[src/rtl/core/drs_pkg.sv]
`default_nettype none
// ----------------------------------------------------------------------------
// Disk request scheduler package
// Shared payload types, policy codes and controller/datapath interface types.
// ----------------------------------------------------------------------------
package drs_pkg;

    localparam logic [2:0] ALG_FCFS  = 3'd0;
    localparam logic [2:0] ALG_SSTF  = 3'd1;
    localparam logic [2:0] ALG_SCAN  = 3'd2;
    localparam logic [2:0] ALG_CSCAN = 3'd3;
    localparam logic [2:0] ALG_LOOK  = 3'd4;
    localparam logic [2:0] ALG_CLOOK = 3'd5;

    localparam logic [1:0] REG_ALGORITHM      = 2'd0;
    localparam logic [1:0] REG_CYLINDER_COUNT = 2'd1;
    localparam logic [1:0] REG_START_HEAD     = 2'd2;
    localparam logic [1:0] REG_PREVIOUS_HEAD  = 2'd3;

    typedef struct packed {
        logic [15:0] track;
        logic        last_request;
    } req_t;

    typedef struct packed {
        logic [15:0] position;
        logic [15:0] move_distance;
        logic [21:0] total_movement;
        logic        dropped;
        logic        last_result;
    } res_t;

    // Ordering key used while walking the stored requests.
    typedef enum logic [1:0] {
        KEY_INDEX = 2'd0,
        KEY_SSTF  = 2'd1,
        KEY_MIN   = 2'd2,
        KEY_MAX   = 2'd3
    } key_mode_t;

    typedef enum logic [1:0] {
        GRP_ALL   = 2'd0,
        GRP_LOWER = 2'd1,
        GRP_UPPER = 2'd2
    } group_t;

    typedef struct packed {
        logic      load;
        logic      start;
        logic      scan_start;
        logic      visit_best;
        logic      visit_stop;
        logic      flush;
        key_mode_t mode;
        group_t    group;
        logic      stop_high;
    } cmd_t;

    typedef struct packed {
        logic scan_done;
        logic found;
        logic out_free;
    } status_t;

endpackage : drs_pkg
`default_nettype wire

[src/rtl/core/drs_datapath.sv]
`default_nettype none
// ----------------------------------------------------------------------------
// Disk request scheduler datapath
// Request store, served marks, one-entry-per-cycle search, head tracking and
// the pending/output result registers.
// ----------------------------------------------------------------------------
module drs_datapath #(
    parameter int MAX_REQUESTS = 32
) (
    input  wire logic            clk,
    input  wire logic            rst_n,
    input  wire drs_pkg::cmd_t   cmd,
    output drs_pkg::status_t     status,
    input  wire logic [15:0]     track,
    input  wire logic [15:0]     start_head,
    input  wire logic [15:0]     top_stop,
    output drs_pkg::res_t        res,
    output logic                 res_valid,
    input  wire logic            res_ready
);

    localparam int CNT_W = $clog2(MAX_REQUESTS + 1);
    localparam int IDX_W = (MAX_REQUESTS > 1) ? $clog2(MAX_REQUESTS) : 1;

    logic [15:0]             mem [MAX_REQUESTS];
    logic [CNT_W-1:0]        count_reg;
    logic                    overflow_reg;
    logic [MAX_REQUESTS-1:0] served_reg;
    logic [15:0]             head_reg;
    logic [21:0]             sum_reg;
    logic                    active_reg;
    logic [IDX_W-1:0]        addr_reg;
    logic                    rd_v_reg;
    logic [IDX_W-1:0]        rd_idx_reg;
    logic [15:0]             rd_data_reg;
    logic                    found_reg;
    logic [15:0]             best_key_reg;
    logic [IDX_W-1:0]        best_idx_reg;
    logic [15:0]             best_val_reg;
    logic [15:0]             pend_pos_reg;
    logic [15:0]             pend_dist_reg;
    logic [21:0]             pend_sum_reg;
    logic                    pend_v_reg;
    drs_pkg::res_t           out_reg;
    logic                    out_v_reg;

    logic        has_room;
    logic        in_group;
    logic [15:0] key;
    logic        eligible;
    logic        better;
    logic        visit;
    logic [15:0] vpos;
    logic [15:0] vdist;
    logic [21:0] vsum;

    assign has_room = (count_reg < CNT_W'(MAX_REQUESTS));

    always_comb
    begin
        case (cmd.group)
            drs_pkg::GRP_LOWER: in_group = (rd_data_reg <= start_head);
            drs_pkg::GRP_UPPER: in_group = (rd_data_reg > start_head);
            default:            in_group = 1'b1;
        endcase
        case (cmd.mode)
            drs_pkg::KEY_SSTF:
                key = (rd_data_reg >= head_reg) ? rd_data_reg - head_reg
                                                : head_reg - rd_data_reg;
            drs_pkg::KEY_MIN: key = rd_data_reg;
            drs_pkg::KEY_MAX: key = ~rd_data_reg;
            default:          key = 16'(rd_idx_reg);
        endcase
    end

    assign eligible = rd_v_reg && !served_reg[rd_idx_reg] && in_group;
    assign better   = eligible && (!found_reg || (key < best_key_reg));

    assign visit = cmd.visit_best || cmd.visit_stop;
    assign vpos  = cmd.visit_stop ? (cmd.stop_high ? top_stop : 16'd0) : best_val_reg;
    assign vdist = (vpos >= head_reg) ? vpos - head_reg : head_reg - vpos;
    assign vsum  = sum_reg + 22'(vdist);

    // Request store: written on load, read one address per cycle.
    always_ff @(posedge clk)
    begin
        if (cmd.load && has_room)
        begin
            mem[count_reg[IDX_W-1:0]] <= track;
        end
        rd_data_reg <= mem[addr_reg];
        rd_idx_reg  <= addr_reg;
        if (better)
        begin
            best_key_reg <= key;
            best_idx_reg <= rd_idx_reg;
            best_val_reg <= rd_data_reg;
        end
        if (visit)
        begin
            pend_pos_reg  <= vpos;
            pend_dist_reg <= vdist;
            pend_sum_reg  <= vsum;
        end
    end

    always_ff @(posedge clk or negedge rst_n)
    begin
        if (!rst_n)
        begin
            count_reg    <= '0;
            overflow_reg <= 1'b0;
            served_reg   <= '0;
            head_reg     <= '0;
            sum_reg      <= '0;
            active_reg   <= 1'b0;
            addr_reg     <= '0;
            rd_v_reg     <= 1'b0;
            found_reg    <= 1'b0;
            pend_v_reg   <= 1'b0;
            out_v_reg    <= 1'b0;
            out_reg      <= '0;
        end
        else
        begin
            if (cmd.load)
            begin
                if (has_room)
                begin
                    count_reg <= count_reg + 1'b1;
                end
                else
                begin
                    overflow_reg <= 1'b1;
                end
            end

            rd_v_reg <= active_reg;
            if (cmd.scan_start)
            begin
                active_reg <= 1'b1;
                addr_reg   <= '0;
                found_reg  <= 1'b0;
            end
            else
            begin
                if (active_reg)
                begin
                    addr_reg <= addr_reg + 1'b1;
                    if ((CNT_W'(addr_reg) + 1'b1) >= count_reg)
                    begin
                        active_reg <= 1'b0;
                    end
                end
                if (better)
                begin
                    found_reg <= 1'b1;
                end
            end

            if (cmd.start)
            begin
                served_reg <= '0;
                head_reg   <= start_head;
                sum_reg    <= '0;
                pend_v_reg <= 1'b0;
            end

            // A visit pushes the previous pending result out; the flush pushes
            // the last one with last_result set.
            if (visit && pend_v_reg)
            begin
                out_reg   <= '{pend_pos_reg, pend_dist_reg, pend_sum_reg,
                               overflow_reg, 1'b0};
                out_v_reg <= 1'b1;
            end
            else if (cmd.flush)
            begin
                out_reg   <= '{pend_pos_reg, pend_dist_reg, pend_sum_reg,
                               overflow_reg, 1'b1};
                out_v_reg <= pend_v_reg;
            end
            else if (out_v_reg && res_ready)
            begin
                out_v_reg <= 1'b0;
            end

            if (visit)
            begin
                if (cmd.visit_best)
                begin
                    served_reg[best_idx_reg] <= 1'b1;
                end
                head_reg   <= vpos;
                sum_reg    <= vsum;
                pend_v_reg <= 1'b1;
            end

            if (cmd.flush)
            begin
                pend_v_reg   <= 1'b0;
                count_reg    <= '0;
                overflow_reg <= 1'b0;
            end
        end
    end

    assign status.scan_done = !active_reg && !rd_v_reg;
    assign status.found     = found_reg;
    assign status.out_free  = !out_v_reg || res_ready;

    assign res       = out_reg;
    assign res_valid = out_v_reg;

endmodule : drs_datapath
`default_nettype wire

[src/rtl/core/drs_ctrl.sv]
`default_nettype none
// ----------------------------------------------------------------------------
// Disk request scheduler controller
// Sequences loading, search passes, end stops and the final flush.
// ----------------------------------------------------------------------------
module drs_ctrl (
    input  wire logic             clk,
    input  wire logic             rst_n,
    input  wire logic             req_valid,
    output logic                  req_ready,
    input  wire logic             last_request,
    input  wire logic [2:0]       algorithm,
    input  wire logic             dir_up,
    input  wire drs_pkg::status_t status,
    output drs_pkg::cmd_t         cmd
);

    typedef enum logic [4:0] {
        ST_IDLE  = 5'b00001,
        ST_SCAN  = 5'b00010,
        ST_PICK  = 5'b00100,
        ST_STOP  = 5'b01000,
        ST_FLUSH = 5'b10000
    } state_t;

    state_t state_reg, state_next;
    logic   phase2_reg, phase2_next;
    logic   hit_reg, hit_next;

    logic sweep;
    logic wrap;
    logic stops;
    logic accept;

    assign sweep  = (algorithm >= drs_pkg::ALG_SCAN) && (algorithm <= drs_pkg::ALG_CLOOK);
    assign wrap   = (algorithm == drs_pkg::ALG_CSCAN) || (algorithm == drs_pkg::ALG_CLOOK);
    assign stops  = (algorithm == drs_pkg::ALG_SCAN) || (algorithm == drs_pkg::ALG_CSCAN);
    assign accept = req_valid && req_ready;

    always_comb
    begin
        state_next  = state_reg;
        phase2_next = phase2_reg;
        hit_next    = hit_reg;
        req_ready   = 1'b0;
        cmd         = '0;
        cmd.stop_high = dir_up;

        // Search key and group for the current pass.
        if (algorithm == drs_pkg::ALG_SSTF)
        begin
            cmd.mode  = drs_pkg::KEY_SSTF;
            cmd.group = drs_pkg::GRP_ALL;
        end
        else if (sweep)
        begin
            if (dir_up)
            begin
                cmd.group = phase2_reg ? drs_pkg::GRP_LOWER : drs_pkg::GRP_UPPER;
                cmd.mode  = (!phase2_reg || wrap) ? drs_pkg::KEY_MIN : drs_pkg::KEY_MAX;
            end
            else
            begin
                cmd.group = phase2_reg ? drs_pkg::GRP_UPPER : drs_pkg::GRP_LOWER;
                cmd.mode  = (!phase2_reg || wrap) ? drs_pkg::KEY_MAX : drs_pkg::KEY_MIN;
            end
        end
        else
        begin
            cmd.mode  = drs_pkg::KEY_INDEX;
            cmd.group = drs_pkg::GRP_ALL;
        end

        case (state_reg)
            ST_IDLE:
            begin
                req_ready = 1'b1;
                if (accept)
                begin
                    cmd.load = 1'b1;
                    if (last_request)
                    begin
                        cmd.start      = 1'b1;
                        cmd.scan_start = 1'b1;
                        phase2_next    = 1'b0;
                        hit_next       = 1'b0;
                        state_next     = ST_SCAN;
                    end
                end
            end
            ST_SCAN:
            begin
                if (status.scan_done)
                begin
                    state_next = ST_PICK;
                end
            end
            ST_PICK:
            begin
                if (status.found)
                begin
                    if (status.out_free)
                    begin
                        cmd.visit_best = 1'b1;
                        cmd.scan_start = 1'b1;
                        hit_next       = 1'b1;
                        state_next     = ST_SCAN;
                    end
                end
                else if (sweep && !phase2_reg)
                begin
                    if (stops && hit_reg)
                    begin
                        state_next = ST_STOP;
                    end
                    else
                    begin
                        phase2_next    = 1'b1;
                        cmd.scan_start = 1'b1;
                        state_next     = ST_SCAN;
                    end
                end
                else
                begin
                    state_next = ST_FLUSH;
                end
            end
            ST_STOP:
            begin
                if (status.out_free)
                begin
                    cmd.visit_stop = 1'b1;
                    cmd.scan_start = 1'b1;
                    phase2_next    = 1'b1;
                    state_next     = ST_SCAN;
                end
            end
            ST_FLUSH:
            begin
                if (status.out_free)
                begin
                    cmd.flush  = 1'b1;
                    state_next = ST_IDLE;
                end
            end
            default:
            begin
                state_next = ST_IDLE;
            end
        endcase
    end

    always_ff @(posedge clk or negedge rst_n)
    begin
        if (!rst_n)
        begin
            state_reg  <= ST_IDLE;
            phase2_reg <= 1'b0;
            hit_reg    <= 1'b0;
        end
        else
        begin
            state_reg  <= state_next;
            phase2_reg <= phase2_next;
            hit_reg    <= hit_next;
        end
    end

endmodule : drs_ctrl
`default_nettype wire

[src/rtl/core/disk_request_scheduler_core.sv]
`default_nettype none
// ----------------------------------------------------------------------------
// Disk request scheduler core
// Collects a batch of track requests and emits their service order under
// FCFS, SSTF, SCAN, C-SCAN, LOOK or C-LOOK.
// ----------------------------------------------------------------------------
// Requests are taken one per cycle while the block is idle and held in a
// store of MAX_REQUESTS entries; extras are discarded and every result of
// that batch carries dropped. The request marked last_request starts the
// schedule. Each visited position is found by one pass over the stored
// requests, reading one entry of the store per cycle; SCAN and C-SCAN add
// one short step for the end stop. No new request is taken until the
// schedule is finished, though the final result may still wait in the
// output register while the next batch loads. Configuration must be
// written over the APB-style port only while idle; the block itself does
// not enforce this.
// ----------------------------------------------------------------------------
module disk_request_scheduler_core #(
    parameter int MAX_REQUESTS = 32
) (
    input  wire logic          clk,
    input  wire logic          rst_n,
    input  wire logic          psel,
    input  wire logic          penable,
    input  wire logic          pwrite,
    input  wire logic [3:0]    paddr,
    input  wire logic [31:0]   pwdata,
    output logic [31:0]        prdata,
    output logic               pready,
    input  wire logic          req_valid,
    output logic               req_ready,
    input  wire drs_pkg::req_t req,
    output logic               res_valid,
    input  wire logic          res_ready,
    output drs_pkg::res_t      res
);

    logic [2:0]  algorithm_reg;
    logic [16:0] cylinder_count_reg;
    logic [15:0] start_head_reg;
    logic [15:0] previous_head_reg;

    logic              wr_en;
    logic [15:0]       top_stop;
    logic [15:0]       track_clamped;
    logic              dir_up;
    drs_pkg::cmd_t     cmd;
    drs_pkg::status_t  status;

    // Register writes complete in the access phase; pready is tied high.
    assign pready = 1'b1;
    assign wr_en  = psel && penable && pwrite;

    always_ff @(posedge clk or negedge rst_n)
    begin
        if (!rst_n)
        begin
            algorithm_reg      <= drs_pkg::ALG_FCFS;
            cylinder_count_reg <= 17'h10000;
            start_head_reg     <= '0;
            previous_head_reg  <= '0;
        end
        else if (wr_en)
        begin
            case (paddr[3:2])
                drs_pkg::REG_ALGORITHM:      algorithm_reg      <= pwdata[2:0];
                drs_pkg::REG_CYLINDER_COUNT: cylinder_count_reg <= pwdata[16:0];
                drs_pkg::REG_START_HEAD:     start_head_reg     <= pwdata[15:0];
                drs_pkg::REG_PREVIOUS_HEAD:  previous_head_reg  <= pwdata[15:0];
                default: ;
            endcase
        end
    end

    always_comb
    begin
        case (paddr[3:2])
            drs_pkg::REG_ALGORITHM:      prdata = {29'd0, algorithm_reg};
            drs_pkg::REG_CYLINDER_COUNT: prdata = {15'd0, cylinder_count_reg};
            drs_pkg::REG_START_HEAD:     prdata = {16'd0, start_head_reg};
            drs_pkg::REG_PREVIOUS_HEAD:  prdata = {16'd0, previous_head_reg};
            default:                     prdata = '0;
        endcase
    end

    // Top end stop: a count of zero acts as one, anything above 65536 as 65536.
    always_comb
    begin
        if (cylinder_count_reg == 17'd0)
        begin
            top_stop = 16'd0;
        end
        else if (cylinder_count_reg[16])
        begin
            top_stop = 16'hFFFF;
        end
        else
        begin
            top_stop = cylinder_count_reg[15:0] - 16'd1;
        end
    end

    assign track_clamped = (req.track > top_stop) ? top_stop : req.track;

    // The first sweep goes up when the head is at or above its prior position.
    assign dir_up = (start_head_reg >= previous_head_reg);

    drs_ctrl u_ctrl (
        .clk          (clk),
        .rst_n        (rst_n),
        .req_valid    (req_valid),
        .req_ready    (req_ready),
        .last_request (req.last_request),
        .algorithm    (algorithm_reg),
        .dir_up       (dir_up),
        .status       (status),
        .cmd          (cmd)
    );

    drs_datapath #(
        .MAX_REQUESTS (MAX_REQUESTS)
    ) u_datapath (
        .clk        (clk),
        .rst_n      (rst_n),
        .cmd        (cmd),
        .status     (status),
        .track      (track_clamped),
        .start_head (start_head_reg),
        .top_stop   (top_stop),
        .res        (res),
        .res_valid  (res_valid),
        .res_ready  (res_ready)
    );

endmodule : disk_request_scheduler_core
`default_nettype wire

[config.mk]
export PLATFORM = sky130hd
export DESIGN_NAME = disk_request_scheduler_core
export DESIGN_NICKNAME = d
export VERILOG_FILES = /design/src/rtl/core/drs_pkg.sv /design/src/rtl/core/drs_datapath.sv /design/src/rtl/core/drs_ctrl.sv /design/src/rtl/core/disk_request_scheduler_core.sv
export SDC_FILE = /design/constraint.sdc
export NUM_CORES = 1
export LEC_CHECK = 0
export ABC_AREA = 1
export BUFFER_PORTS_ARGS = -buffer_cell sky130_fd_sc_hd__buf_2
export CAP_MARGIN = 10
export CORE_MARGIN = 8
export CORE_UTILIZATION = 62
export CTS_CLUSTER_DIAMETER = 80
export CTS_CLUSTER_SIZE = 8
export DETAILED_ROUTE_END_ITERATION = 10
export PLACE_DENSITY = 0.85
export SLEW_MARGIN = 20
export SYNTH_ARGS = -nofsm -noshare
export SYNTH_HDL_FRONTEND = slang
export SYNTH_SLANG_ARGS = --single-unit
[constraint.sdc]
create_clock -name clk -period 7.1 [get_ports clk]
set_clock_uncertainty 0.2 [all_clocks]
set_input_delay 1.42 -clock clk [delete_from_list [all_inputs] [get_ports clk]]
set_output_delay 1.42 -clock clk [all_outputs]
set_load 0.02 [all_outputs]
==> flow_metrics.tcl <==
set metrics [dict create \
    fin_crit_ns 6.74 \
    diodes 0 \
    drt_iter0_drc 3693 \
    synth-seq-cells 826 \
    syn_inst 3594 \
    synth-edff-count 603 \
    netlist.area_leader.share_pct 47.0 \
    ir_drop_mv 0.347 \
    rows 91 \
    layout.nets 3976 \
    synth_warnings 0 \
    worst_path_max_delay_cell "o31ai_2" \
    io_buffers 117 \
    rsz0062_at_grt "no" \
    ant_nets 0 \
    p_leak_nw 17.5 \
    cp_num_buf_inv 7 \
    cts_root_buf "clkbuf_16" \
    clockBufferDepth 3 \
    layout_commonest_cell "edfxtp_1" \
    max_cap_violations 0 \
    power_density_nw_per_um2 510 \
    tritoncts "built" \
    status "completed" \
    grt_max_degree 187 \
    globalplace.congestion 0.970 \
    drive_above_1_share_pct 12.4 \
    initial_utilization_pct 62.6 \
    cts_num_sinks 826 \
    drv_slew 0 \
    cpLargestDelayFamily "compound AO/OA/AOI/OAI gates" \
    antenna_found_initial 0 \
    route.detailed.drc 0 \
    vias 29300 \
    async_flop_share_pct 24.5 \
    wire_per_inst_um 22.9 \
    ys.flop_type "edfxtp_1" \
    path_clk_slew_ns 0.06 \
    areaGrowthSynthToFinish_pct 13.1 \
    io_pins 151 \
    core_um2 61600 \
    htreeDepth 3 \
    routed_wl_um 107000 \
    cts-buffers-inserted 113 \
    fp.dieH_um 265 \
    grtUsageTotal_pct 29.6 \
    critPathArrivalTime_ns 7.14 \
    grt_pass1_wl_um 163000 \
    n_fill_cell 4109 \
    setup.worst_path.start_class "flop" \
    end_kind "flop" \
    via_per_inst 6.29 \
    synth_area_um2 38600 \
    dp_hpwl_um 66800 \
    dp_cells 4475 \
    final_hold_viol_count 0 \
    synth_area_per_cell_um2 10.7 \
    synth_area_leaders "edfxtp_1 47%, dfrtp_1 13%, o21ai_0 6.3%, ha_1 5.1%, nand2_1 4.4%" \
    cp_common_cell "nand2_1" \
    holdWs_ns 0.259 \
    max_freq_mhz 148 \
    cpPeakStageDelay_ns 0.63 \
    final.setup.tns_ns 0 \
    fin_crit_sh_pct 94.9 \
    yosys.area.top_type "edfxtp_1" \
    finalPower_mw 22.2 \
    final-setup-viol-count 0 \
    dieArea_um2 70400 \
    grt_pass1_vias 28900 \
    critical_path_class "flop to flop" \
    cp_max_fo 8 \
    layout_common_cells "603 x edfxtp_1, 466 x o21ai_0, 455 x nand2_1" \
    clk-insertion-delay-late_ns 0.70 \
    first_pass_iters 7 \
    yosysUniqueCellTypes 73 \
    stdcell_count 4657 \
    largest_reg_flops 512 \
    grt_overflow_total 0 \
    yosysSeqAreaShare_pct 61.2 \
    tightest_slew_ns 1.17 \
    slew_headroom_pct 22.0 \
    postLayoutCoreUtil_pct 70.8 \
    die_w_um 265 \
    min_path_type "flop to flop" \
    crit_required_ns 7.50 \
]
[path summary, 6_finish.rpt]
check	start	end	slack, ns	depth (start not counted)
max reg2reg	cylinder_count_reg[0]	u_datapath.sum_reg[18]	0.36	37
min in group asynchronous	rst_n	cylinder_count_reg[10]	0.56	1
max	cylinder_count_reg[0]	u_datapath.sum_reg[18]	0.36	37
min	u_datapath.pend_pos_reg[6]	u_datapath.res[46]	0.26	1
max in group asynchronous	rst_n	u_datapath.served_reg[12]	5.04	2
min reg2reg	u_datapath.pend_pos_reg[6]	u_datapath.res[46]	0.26	1
[per-layer routing]
layer | wire [um] | vias to the layer above | track usage (%)
li1 | - | 13000 | -
met1 | 38100 | 14000 | 35.9
met4 | 6940 | 0 | 17.9
met3 | 11100 | 440 | 6.21
met5 | 0 | - | 0
met2 | 50700 | 1921 | 48.8
[synth_stat cells, types with 18 or more instances]
master    instances
o21a_1           26
mux2_1           25
nand2_1         455
o221ai_1         21
o211ai_1         18
a21oi_1         135
buf_4            23
mux2_2           31
dfxtp_1          21
o22ai_1         168
nand3_1          62
nor3_1           22
ha_1            158
inv_1           295
edfxtp_1        603
dfrtp_1         200
nor2_1          445
o21ai_1          19
o21ai_0         483
xor2_1           19
clkbuf_1        133
[report_power, final]
| group | internal (mW) | switching (mW) |
|---|---|---|
| combinational | 3.29 | 6.89 |
| clock | 2.97 | 2.00 |
| sequential | 6.43 | 0.663 |
[per-stage QoR]
| stage | area, um2 | worst slack [ns] |
|---|---|---|
| 2_1_floorplan | 38600 | 0.681 |
| 3_3_place_gp | 40300 | 0.152 |
| 3_5_place_dp | 40300 | -0.147 |
| 4_1_cts | 43600 | 0.390 |
| 5_1_grt | 43600 | 0.0464 |
| 6_report | 43600 | 0.359 |
[what timing repair did]
item / in CTS / in global routing
setup endpoints to repair: 0 / 2
hold buffers: 0 / 0
gates resized for setup: 0 / 3
setup buffers: 0 / 0
[cell families after synthesis]
kind of cell / Yosys count / synth area share [%]
simple gates: 1047 / 11.1
compound gates: 980 / 14.8
flops: 826 / 61.2
buf+inv: 479 / 4.98
fa+ha+maj: 163 / 5.39
mux: 61 / 1.77
xor+xnor: 36 / 0.818
other cells: 2 / 0.0195
[final cells by class]
cell class | instances | area (um2) | area share (%)
clock inverter | 8 | 188 | 0.430
clock buffer | 174 | 3070 | 7.03
multi-input combinational | 2303 | 13300 | 30.5
inverter | 309 | 1170 | 2.68
timing repair buffer | 200 | 1260 | 2.88
sequential | 826 | 23600 | 54.1
tap | 837 | 1050 | 2.40
(Power assumes the default switching activity.)
